`src/rtl/ksp_pkg.sv`:
```
// Shared constants, command/status types for the plucked-string voice.
package ksp_pkg;

   // delay line geometry
   localparam int MAX_LEN   = 1024;
   localparam int ADDR_W    = $clog2(MAX_LEN);
   localparam int LEN_W     = $clog2(MAX_LEN + 1);
   localparam int MIN_LEN   = 8;
   localparam int LOOP_IN_W = 12;

   // sample and register widths
   localparam int SAMPLE_W   = 16;
   localparam int GAIN_W     = 16;
   localparam int ATTACK_W   = 16;
   localparam int LIFE_W     = 18;
   localparam int REQ_DATA_W = ((LOOP_IN_W + 7) / 8) * 8;
   localparam int RSP_DATA_W = ((SAMPLE_W + 7) / 8) * 8;

   // configuration port
   localparam int CSR_IDX_W  = 2;
   localparam int CSR_DATA_W = LIFE_W;
   localparam logic [CSR_IDX_W-1:0] CSR_GAIN   = 2'd0;
   localparam logic [CSR_IDX_W-1:0] CSR_ATTACK = 2'd1;
   localparam logic [CSR_IDX_W-1:0] CSR_LIFE   = 2'd2;

   localparam logic [GAIN_W-1:0]   GAIN_RESET   = 16'd31457;
   localparam logic [ATTACK_W-1:0] ATTACK_RESET = 16'd144;
   localparam logic [LIFE_W-1:0]   LIFE_RESET   = 18'd48000;
   localparam logic [LIFE_W-1:0]   ELAPSED_MAX  = {LIFE_W{1'b1}};

   // envelope arithmetic, Q.16 values up to and including one
   localparam int Q16_W = 17;
   localparam logic [Q16_W-1:0] ONE_Q16 = 17'h10000;
   localparam int DIV_STEPS = Q16_W;
   localparam int DIV_CNT_W = $clog2(DIV_STEPS + 1);

   // noise generator and loop filter
   localparam logic [31:0] LCG_MUL    = 32'd1103515245;
   localparam logic [31:0] LCG_INC    = 32'd12345;
   localparam logic [31:0] SEED_RESET = 32'd12345;
   localparam logic [15:0] DAMP       = 16'd32637;

   // request kinds carried in tuser
   localparam logic FUNC_TICK  = 1'b0;
   localparam logic FUNC_PLUCK = 1'b1;

   typedef struct packed {
      logic pluck_start;
      logic fill_step;
      logic kill;
      logic rd_nxt;
      logic wrbk;
      logic div_start;
      logic div_sel;      // 0: attack ramp, 1: decay
      logic latch_a;
      logic latch_d;
      logic mul_d2;
      logic mul_env;
      logic mul_ce;
      logic finish;
      logic load_out;
   } ksp_cmd_type;

   typedef struct packed {
      logic live;
      logic fill_last;
      logic attack_run;
      logic div_done;
   } ksp_status_type;

endpackage

```
`src/rtl/ksp_ctrl.sv`:
```
// Controller: sequences pluck fill, tick read/modify/write, envelope and output.
module ksp_ctrl (
   input  logic                     clock,
   input  logic                     reset,
   input  logic                     req_tvalid,
   input  logic                     req_func,
   output logic                     req_tready,
   output logic                     rsp_tvalid,
   input  logic                     rsp_tready,
   input  ksp_pkg::ksp_status_type  status,
   output ksp_pkg::ksp_cmd_type     cmd
);

   localparam logic [3:0] ST_IDLE  = 4'd0;
   localparam logic [3:0] ST_FILL  = 4'd1;
   localparam logic [3:0] ST_RDCUR = 4'd2;
   localparam logic [3:0] ST_RDNXT = 4'd3;
   localparam logic [3:0] ST_WRBK  = 4'd4;
   localparam logic [3:0] ST_A_ST  = 4'd5;
   localparam logic [3:0] ST_A_WT  = 4'd6;
   localparam logic [3:0] ST_D_ST  = 4'd7;
   localparam logic [3:0] ST_D_WT  = 4'd8;
   localparam logic [3:0] ST_M_D2  = 4'd9;
   localparam logic [3:0] ST_M_ENV = 4'd10;
   localparam logic [3:0] ST_M_CE  = 4'd11;
   localparam logic [3:0] ST_M_G   = 4'd12;
   localparam logic [3:0] ST_OUT   = 4'd13;

   logic [3:0] state_ff, state_in;
   logic       rsp_tvalid_ff, rsp_tvalid_in;
   logic       out_free;

   assign out_free   = !rsp_tvalid_ff || rsp_tready;
   assign req_tready = (state_ff == ST_IDLE);

   always_comb begin
      state_in = state_ff;
      cmd      = '0;
      case (state_ff)
         ST_IDLE: begin
            if (req_tvalid) begin
               if (req_func == ksp_pkg::FUNC_PLUCK) begin
                  cmd.pluck_start = 1'b1;
                  state_in        = ST_FILL;
               end else if (status.live) begin
                  state_in = ST_RDCUR;
               end else begin
                  cmd.kill = 1'b1;
                  state_in = ST_OUT;
               end
            end
         end
         ST_FILL: begin
            cmd.fill_step = 1'b1;
            if (status.fill_last) begin
               state_in = ST_IDLE;
            end
         end
         ST_RDCUR: state_in = ST_RDNXT;
         ST_RDNXT: begin
            cmd.rd_nxt = 1'b1;
            state_in   = ST_WRBK;
         end
         ST_WRBK: begin
            cmd.wrbk = 1'b1;
            state_in = status.attack_run ? ST_A_ST : ST_D_ST;
         end
         ST_A_ST: begin
            cmd.div_start = 1'b1;
            state_in      = ST_A_WT;
         end
         ST_A_WT: begin
            if (status.div_done) begin
               cmd.latch_a = 1'b1;
               state_in    = ST_D_ST;
            end
         end
         ST_D_ST: begin
            cmd.div_start = 1'b1;
            cmd.div_sel   = 1'b1;
            state_in      = ST_D_WT;
         end
         ST_D_WT: begin
            if (status.div_done) begin
               cmd.latch_d = 1'b1;
               state_in    = ST_M_D2;
            end
         end
         ST_M_D2: begin
            cmd.mul_d2 = 1'b1;
            state_in   = ST_M_ENV;
         end
         ST_M_ENV: begin
            cmd.mul_env = 1'b1;
            state_in    = ST_M_CE;
         end
         ST_M_CE: begin
            cmd.mul_ce = 1'b1;
            state_in   = ST_M_G;
         end
         ST_M_G: begin
            cmd.finish = 1'b1;
            state_in   = ST_OUT;
         end
         ST_OUT: begin
            // hold the result until the output register frees up
            if (out_free) begin
               cmd.load_out = 1'b1;
               state_in     = ST_IDLE;
            end
         end
         default: state_in = ST_IDLE;
      endcase
   end

   always_comb begin
      rsp_tvalid_in = rsp_tvalid_ff;
      if (cmd.load_out) begin
         rsp_tvalid_in = 1'b1;
      end else if (rsp_tready) begin
         rsp_tvalid_in = 1'b0;
      end
   end

   always_ff @(posedge clock) begin
      if (reset) begin
         state_ff      <= ST_IDLE;
         rsp_tvalid_ff <= 1'b0;
      end else begin
         state_ff      <= state_in;
         rsp_tvalid_ff <= rsp_tvalid_in;
      end
   end

   assign rsp_tvalid = rsp_tvalid_ff;

   a_done_only_when_waiting: assert property (@(posedge clock) disable iff (reset)
      status.div_done |-> (state_ff == ST_A_WT || state_ff == ST_D_WT))
      else $error("divider finished outside a wait state");

   a_pluck_enters_fill: assert property (@(posedge clock) disable iff (reset)
      (state_ff == ST_IDLE && req_tvalid && req_func == ksp_pkg::FUNC_PLUCK)
      |=> state_ff == ST_FILL)
      else $error("pluck transaction did not start the fill");

   a_pending_result_kept: assert property (@(posedge clock) disable iff (reset)
      (state_ff == ST_OUT && rsp_tvalid_ff && !rsp_tready) |=> state_ff == ST_OUT)
      else $error("new result overwrote one still pending");

   a_load_sets_valid: assert property (@(posedge clock) disable iff (reset)
      cmd.load_out |=> rsp_tvalid_ff)
      else $error("loaded result not presented");

endmodule

```
`config.mk`:
```
export PLATFORM = sky130hd
export DESIGN_NAME = ksp_ctrl
export DESIGN_NICKNAME = d
export VERILOG_FILES = /design/src/rtl/ksp_pkg.sv /design/src/rtl/ksp_ctrl.sv
export SDC_FILE = /design/constraint.sdc
export NUM_CORES = 1
export LEC_CHECK = 0
export CORE_AREA = 3 3 40 42
export DETAILED_ROUTE_END_ITERATION = 7
export DIE_AREA = 0 0 43 45
export DONT_BUFFER_PORTS = 1
export PLACE_DENSITY_LB_ADDON = 0.15
export RECOVER_POWER = 100
export SLEW_MARGIN = 20
export SYNTH_ARGS = -nofsm -noshare
export SYNTH_HDL_FRONTEND = slang
export SYNTH_SLANG_ARGS = --single-unit
```
`constraint.sdc`:
```
create_clock -name clock -period 4.64 [get_ports clock]
set_input_delay 1.392 -clock clock [delete_from_list [all_inputs] [get_ports clock]]
set_output_delay 1.392 -clock clock [all_outputs]
set_load 0.005 [all_outputs]
```
==> results.sh, run 1 <==
export IMPL_core_area_mm2=0.00128
export IMPL_first_global_vias=456
export IMPL_drt_wl_total_um=1290
export IMPL_fillCellCount=151
export IMPL_grt_usage=0.148
export IMPL_ctsHtreeMaxLevel=1
export IMPL_status="finished clean"
export IMPL_cp_start_kind="flop"
export IMPL_vias=479
export IMPL_start_util=0.391
export IMPL_grt_pass1_wl_um=2150
export IMPL_min_period_ps=3140
export IMPL_maxSlewHeadroom=0.637
export IMPL_path_clk_slew_ps=50
export IMPL_multiInputGateArea_um2=337
export IMPL_synth_seq_area_share=0.199
export IMPL_cap_violations=0
export IMPL_dr_wl_met3_um=114
export IMPL_arrival_ps=1750
export IMPL_syn_area_um2=503
export IMPL_io_pins=25
export IMPL_crit_fanout=13
export IMPL_yosys_register_bits=5
export IMPL_tightest_slew_ps=543
export IMPL_crit_buf_inv=0
export IMPL_post_route_period_util=0.676
export IMPL_syn_area_per_cell_um2=7.19
export IMPL_synth_cell_type_count=33
export IMPL_die_h_um=45
export IMPL_detail_route_antenna_nets=0
export IMPL_dpl_hpwl_um=946
export IMPL_routed_via_density=5.91
export IMPL_fp_dieW_um=43
export IMPL_setup_violations=0
export IMPL_die_area_mm2=0.00194
export IMPL_min_path_type="flop to flop"
export IMPL_clkSinkCount=5
export IMPL_antenna_found_initial=0
export IMPL_root_buffer="clkbuf_4"
export IMPL_cts_buffer_depth=2
export IMPL_finalSetupTns_ps=0
export IMPL_wl_met2_um=601
export IMPL_cts_tree="built"
export IMPL_met1_length_um=569
export IMPL_insertion_delay_ps=250
export IMPL_syn_inst=70
export IMPL_cts_repair_resized=0
export IMPL_crit_chain="or2_0 > nor3_1 > nand2_1 > nor3_1"
export IMPL_gp_congestion=0.797
export IMPL_ys_warn_count=0
export IMPL_p_leak_nw=0.167
export IMPL_cts_setup_buffers=0
export IMPL_layout_common_cells="nor2_1 (10), nand2b_1 (6), nand2_1 (5), dfxtp_1 (5), nor3_1 (4)"
export IMPL_diodes=0
export IMPL_synth_edf_count=0
export IMPL_critPathRequiredTime_ps=3250
export IMPL_synthesis_nets=79
export IMPL_criticalPathCategory="flop to primary output"
export IMPL_drtIter0Drc=4
export IMPL_final_seq_area_um2=100
export IMPL_critPathTopFamily="simple AND/OR/NAND/NOR gates"
export IMPL_wl_per_cell_um=15.9
export IMPL_hold_viol_final=0
export IMPL_power_density_mw_per_mm2=694
export IMPL_routed_top_layer="met3"
export IMPL_end_kind="primary output"
export IMPL_report_final_slew_viol_count=0
export IMPL_area_delta_synth_final_pct=-2.74
export IMPL_async_flop_share=0
export IMPL_drc=0
export IMPL_cp_slowest_stage_delay_ps=430
export IMPL_finalPower_uw=340
export IMPL_grt_max_degree=18
export IMPL_final_common_cell="nor2_1"
export IMPL_yosys_most_used_dff="dfxtp_1"
export IMPL_drive_above_1_share=0.0606
export IMPL_fp_row_count=13
export IMPL_grt_remaining_overflow=0
export IMPL_vdd_ir_drop_worst_mv=0.320
export IMPL_rsz0062_at_grt="false"
export IMPL_cts_hold_buf=0
export IMPL_cp_slowest_cell="dfxtp_1"
export IMPL_fmax_ghz=0.319
export IMPL_finClkSkew_ps=7.55
export IMPL_first_pass_iters=3
export IMPL_crit_top_cell="nor3_1"
export IMPL_io_buffers=0
export IMPL_layout_nets=76
export IMPL_cts_made_buffers=3
cell type report:
class / count / area share
multi-input cells: 55 / 0.688
flip-flops and latches: 5 / 0.205
clock buffers: 4 / 0.0537
well taps: 15 / 0.0384
inverters: 2 / 0.0153
worst reg2reg max path: stages (launching register included):
cell and delay (ps):
dfxtp_1 570, or2_0 410, nor2_1 130, or3b_1 450
a2bb2o_1 280
worst paths after layout:
check	startpoint	cells after the start	slack (ps)	endpoint
setup / recovery	state_ff[3]	4	1500	cmd[11]
hold / removal	rsp_tvalid	2	530	rsp_tvalid
setup reg to reg	state_ff[3]	4	2730	state_ff[1]
hold reg to reg	rsp_tvalid	2	530	rsp_tvalid
sequential cells by signal, indices dropped and copies added (netlist names):
name	cells
rsp_tvalid	1
state_ff	4
synth_stat cells, types with 2 or more instances:
| cell | number | area share |
|---|---|---|
| o32a_1 | 2 | 0.040 |
| nor3_1 | 4 | 0.040 |
| nand2b_1 | 6 | 0.075 |
| nor4_1 | 2 | 0.025 |
| nand2_1 | 5 | 0.037 |
| buf_2 | 3 | 0.030 |
| o21bai_1 | 2 | 0.030 |
| dfxtp_1 | 5 | 0.20 |
| buf_4 | 2 | 0.030 |
| clkbuf_1 | 2 | 0.015 |
| inv_1 | 2 | 0.015 |
| a31oi_1 | 2 | 0.025 |
| nor2_1 | 10 | 0.075 |
| a21oi_1 | 3 | 0.030 |
| o2bb2ai_1 | 2 | 0.035 |
metrics by stage:
stage | utilization | hold WS (ps) | instances | area [um^2] | setup slack, ps
final | 0.381 | 525 | 81 | 489 | 1500
after global placement | 0.368 | 516 | 77 | 473 | 1520
after detailed placement | 0.368 | 524 | 77 | 473 | 1520
after global routing | 0.381 | 561 | 81 | 489 | 1390
after CTS | 0.389 | 530 | 81 | 499 | 1510
after floorplan | - | 494 | 70 | 503 | 1460
logic make-up after synthesis:
| logic type | count (synthesis) | synth area share |
|---|---|---|
| compound gates | 19 | 0.306 |
| buf+inv | 10 | 0.112 |
| flops | 5 | 0.199 |
| mux | 1 | 0.0224 |
| simple gates | 35 | 0.361 |
where the power goes:
group	total, mW	internal, mW	switching [mW]
Clock	0.0519	0.0326	0.0193
Sequential	0.115	0.0586	0.0569
Combinational	0.172	0.0786	0.0936
routing by layer:
metal | GRT usage | vias up
li1 | - | 242
met1 | 0.183 | 223
met2 | 0.222 | 14
met3 | 0.0876 | 0
met4 | 0.0361 | 0
met5 | 0 | -
(Power assumes the default switching activity.)
==> run 2, diff against run 1 <==
==> constraint.sdc (replaced) <==
create_clock -name clock -period 2.9 [get_ports clock]
set_input_delay 0.87 -clock clock [delete_from_list [all_inputs] [get_ports clock]]
set_output_delay 0.87 -clock clock [all_outputs]
set_load 0.005 [all_outputs]
==> results.sh, run 2 (same netlist as run 1, synthesis figures left out) <==
export IMPL_fmax_ghz=0.394
export IMPL_cts_setup_buffers=0
export IMPL_routed_via_density=6.11
export IMPL_worst_slack_ps=364
export IMPL_ctsHtreeMaxLevel=1
export IMPL_switching_share=0.491
export IMPL_intPower_uw=272
export IMPL_status="finished clean"
export IMPL_insertion_delay_ps=240
export IMPL_drtIter0Drc=15
export IMPL_p_comb_frac=0.513
export IMPL_final_seq_area_um2=100
export IMPL_io_pins=25
export IMPL_first_global_vias=392
export IMPL_hold_viol_final=0
export IMPL_finalSetupTns_ps=0
export IMPL_startpoint="state_ff[3]"
export IMPL_core_area_mm2=0.00128
export IMPL_start_util=0.391
export IMPL_critPathRequiredTime_ps=2030
export IMPL_root_buffer="clkbuf_4"
export IMPL_crit_fanout=13
export IMPL_vias=495
export IMPL_p_leak_nw=0.167
export IMPL_worstHoldStart="rsp_tvalid"
export IMPL_finClkSkew_ps=2.57
export IMPL_power_density_mw_per_mm2=1090
export IMPL_wl_per_cell_um=14.6
export IMPL_drive_above_1_share=0.0606
export IMPL_cts_buffer_depth=2
export IMPL_io_buffers=0
export IMPL_cap_violations=0
export IMPL_r2r_start="state_ff[0]"
export IMPL_cts_repair_resized=0
export IMPL_fp_dieW_um=43
export IMPL_criticalPathCategory="flop to primary output"
export IMPL_finalPower_uw=533
export IMPL_cp_start_kind="flop"
export IMPL_post_route_period_util=0.875
export IMPL_first_pass_iters=4
export IMPL_detail_route_antenna_nets=0
export IMPL_cts_hold_buf=0
export IMPL_end_kind="primary output"
export IMPL_seqPwrFrac=0.336
export IMPL_min_path_type="flop to flop"
export IMPL_clockPowerShare=0.150
export IMPL_p_switching_uw=262
export IMPL_multiInputGateArea_um2=337
export IMPL_path_clk_slew_ps=50
export IMPL_drt_wl_total_um=1180
export IMPL_final_common_cell="nor2_1"
export IMPL_grt_usage=0.126
export IMPL_area_delta_synth_final_pct=-2.74
export IMPL_regMostFlops="state_ff"
export IMPL_cts_made_buffers=3
export IMPL_grt_pass1_wl_um=1870
export IMPL_diodes=0
export IMPL_fp_row_count=13
export IMPL_min_period_ps=2540
export IMPL_gp_congestion=0.739
export IMPL_maxSlewHeadroom=0.662
export IMPL_dp_slack_ps=652
export IMPL_cts_tree="built"
export IMPL_grt_remaining_overflow=0
export IMPL_antenna_found_initial=0
export IMPL_layout_nets=76
export IMPL_tightest_slew_ps=507
export IMPL_die_area_mm2=0.00194
export IMPL_drc=0
export IMPL_rsz0062_at_grt="false"
export IMPL_layout_common_cells="nor2_1 (10), nand2b_1 (6), nand2_1 (5), dfxtp_1 (5), nor3_1 (4)"
export IMPL_clkSinkCount=5
export IMPL_grt_max_degree=18
export IMPL_report_final_slew_viol_count=0
export IMPL_dpl_hpwl_um=943
export IMPL_setup_violations=0
export IMPL_arrival_ps=1670
export IMPL_largest_reg_flops=4
export IMPL_fillCellCount=149
export IMPL_vdd_ir_drop_worst_mv=0.395
export IMPL_die_h_um=45
[run 2: cell counts in the layout (fill, tap and decap cells not counted)]
No cell type changed its count.
[run 2: power by group through the flow]
stage,sequential (mW),combinational (mW),clock [mW]
after floorplan,0.105,0.355,0
final,0.179,0.274,0.0802
after global routing,0.190,0.307,0.0868
after CTS,0.178,0.302,0.0813
after global placement,0.181,0.306,0
after detailed placement,0.180,0.300,0
[run 2: final cells by class]
type,count,share of cell area
multi-input cells,55,0.688
flip-flops and latches,5,0.205
clock buffers,4,0.0537
well taps,15,0.0384
inverters,2,0.0153
[run 2: critical path: stages, from the launching register on]
cell,delay (ps)
dfxtp_1,430
or2_0,380
nor3_1,330
nand2_1,90
nor3_1,200
[run 2: stage by stage]
stage	hold WS [ps]	instance area, um^2	cells	utilization
4_1_cts	539	499	81	0.389
6_report	531	489	81	0.381
3_3_place_gp	532	473	77	0.368
3_5_place_dp	533	473	77	0.368
5_1_grt	584	489	81	0.381
2_1_floorplan	494	503	70	-
[run 2: layer usage]
layer | vias up | global-route usage | share of wire
met4 | 0 | 0.0181 | 0
met1 | 233 | 0.164 | 0.44
met5 | - | 0 | 0
li1 | 247 | - | -
met2 | 15 | 0.195 | 0.48
met3 | 0 | 0.0598 | 0.075
[run 2: path summary, 6_finish.rpt]
kind / to / slack, ps / depth (start not counted)
worst max-delay path: cmd[11] / 360 / 4
worst min-delay path: rsp_tvalid / 530 / 2
worst max register to register: state_ff[1] / 1080 / 4
worst min register to register: rsp_tvalid / 530 / 2
==> run 3, diff against run 2 <==
--- a/config.mk
+++ b/config.mk
@@ -5,9 +5,9 @@
 export SDC_FILE = /design/constraint.sdc
 export NUM_CORES = 1
 export LEC_CHECK = 0
-export CORE_AREA = 3 3 40 42
+export CORE_AREA = 2 2 39 41
 export DETAILED_ROUTE_END_ITERATION = 7
-export DIE_AREA = 0 0 43 45
+export DIE_AREA = 0 0 41 43
 export DONT_BUFFER_PORTS = 1
 export PLACE_DENSITY_LB_ADDON = 0.15
 export RECOVER_POWER = 100
==> results.sh, run 3 (same netlist as run 1, synthesis figures left out) <==
export IMPL_finalSetupTns_ps=0
export IMPL_start_util=0.363
export IMPL_end_kind="primary output"
export IMPL_cts_hold_buf=0
export IMPL_post_route_period_util=0.880
export IMPL_vdd_ir_drop_worst_mv=0.400
export IMPL_dpl_hpwl_um=915
export IMPL_wl_per_cell_um=15.4
export IMPL_cp_slowest_cell="dfxtp_1"
export IMPL_cts_tree="built"
export IMPL_cts_setup_buffers=0
export IMPL_status="finished clean"
export IMPL_power_density_mw_per_mm2=1110
export IMPL_cap_violations=0
export IMPL_die_h_um=43
export IMPL_maxSlewHeadroom=0.646
export IMPL_diodes=0
export IMPL_finClkSkew_ps=1.96
export IMPL_fp_row_count=14
export IMPL_cts_buffer_depth=2
export IMPL_hold_viol_final=0
export IMPL_detail_route_antenna_nets=0
export IMPL_path_clk_slew_ps=40
export IMPL_fp_dieW_um=41
export IMPL_final_seq_area_um2=100
export IMPL_first_global_vias=413
export IMPL_dpl_cell_area_um2=474
export IMPL_cts_repair_resized=0
export IMPL_drt_wl_total_um=1270
export IMPL_drive_above_1_share=0.0606
export IMPL_setup_violations=0
export IMPL_core_area_mm2=0.00138
export IMPL_critPathRequiredTime_ps=2030
export IMPL_layout_nets=76
export IMPL_first_pass_iters=4
export IMPL_drc=0
export IMPL_io_pins=25
export IMPL_insertion_delay_ps=250
export IMPL_grt_usage=0.152
export IMPL_final_common_cell="nor2_1"
export IMPL_grt_max_degree=18
export IMPL_gp_congestion=0.710
export IMPL_ctsHtreeMaxLevel=1
export IMPL_largest_reg_flops=4
export IMPL_root_buffer="clkbuf_4"
export IMPL_fillCellCount=164
export IMPL_multiInputGateArea_um2=337
export IMPL_cp_slowest_stage_delay_ps=430
export IMPL_vias=488
export IMPL_crit_fanout=13
export IMPL_antenna_found_initial=0
export IMPL_die_area_mm2=0.00176
export IMPL_min_path_type="flop to flop"
export IMPL_clkSinkCount=5
export IMPL_regMostFlops="state_ff"
export IMPL_routed_via_density=5.95
export IMPL_final_area_um2=490
export IMPL_cts_made_buffers=3
export IMPL_area_delta_synth_final_pct=-2.49
export IMPL_crit_top_cell="nor3_1"
export IMPL_drtIter0Drc=16
export IMPL_tightest_slew_ps=530
export IMPL_io_buffers=0
export IMPL_report_final_slew_viol_count=0
export IMPL_layout_common_cells="nor2_1 (10), nand2b_1 (6), nand2_1 (5), dfxtp_1 (5), nor3_1 (4)"
export IMPL_fmax_ghz=0.392
export IMPL_grt_pass1_wl_um=1840
export IMPL_grt_remaining_overflow=0
export IMPL_criticalPathCategory="flop to primary output"
export IMPL_cp_start_kind="flop"
export IMPL_crit_chain="or2_0 > nor3_1 > nand2_1 > nor3_1"
export IMPL_min_period_ps=2550
export IMPL_rsz0062_at_grt="false"
export IMPL_p_leak_nw=0.167
export IMPL_arrival_ps=1680
-- run 3: final timing paths --
check | startpoint | to | slack, ps | cells after the start
max | state_ff[3] | cmd[11] | 350 | 4
min | rsp_tvalid | rsp_tvalid | 530 | 2
max reg2reg | state_ff[2] | state_ff[1] | 1070 | 4
min reg2reg | rsp_tvalid | rsp_tvalid | 530 | 2
-- run 3: through the flow --
step,util,instances,power [mW],setup slack (ps),hold WS [ps]
finish,0.354,82,0.545,347,528
global route,0.354,82,0.594,208,582
CTS,0.362,82,0.571,381,537
detailed placement,0.343,78,0.484,657,531
global placement,0.343,78,0.490,693,536
floorplan,-,70,0.460,767,494
-- run 3: layout make-up --
type	count	share of cell area
Inverter	2	0.0153
Tap cell	16	0.0408
Multi-Input combinational cell	55	0.686
Sequential cell	5	0.204
Clock buffer	4	0.0536
-- run 3: per-layer routing --
layer,global-route usage,share of wire,up-vias
met4,0.0600,0.015,0
li1,-,-,245
met3,0.0419,0.077,2
met2,0.209,0.47,21
met5,0,0,-
met1,0.216,0.43,220
-- run 3: worst max-delay path: cells and delay by family (launching register included) --
| kind | cells | cell delay (ps) |
|---|---|---|
| DFF | 1 | 430 |
| and+or+nand+nor | 4 | 1010 |
-- run 3: power by group --
| part | switching (mW) | total (mW) | internal, mW |
|---|---|---|---|
| Sequential | 0.0886 | 0.182 | 0.0938 |
| Clock | 0.0332 | 0.0855 | 0.0523 |
| Combinational | 0.152 | 0.278 | 0.126 |
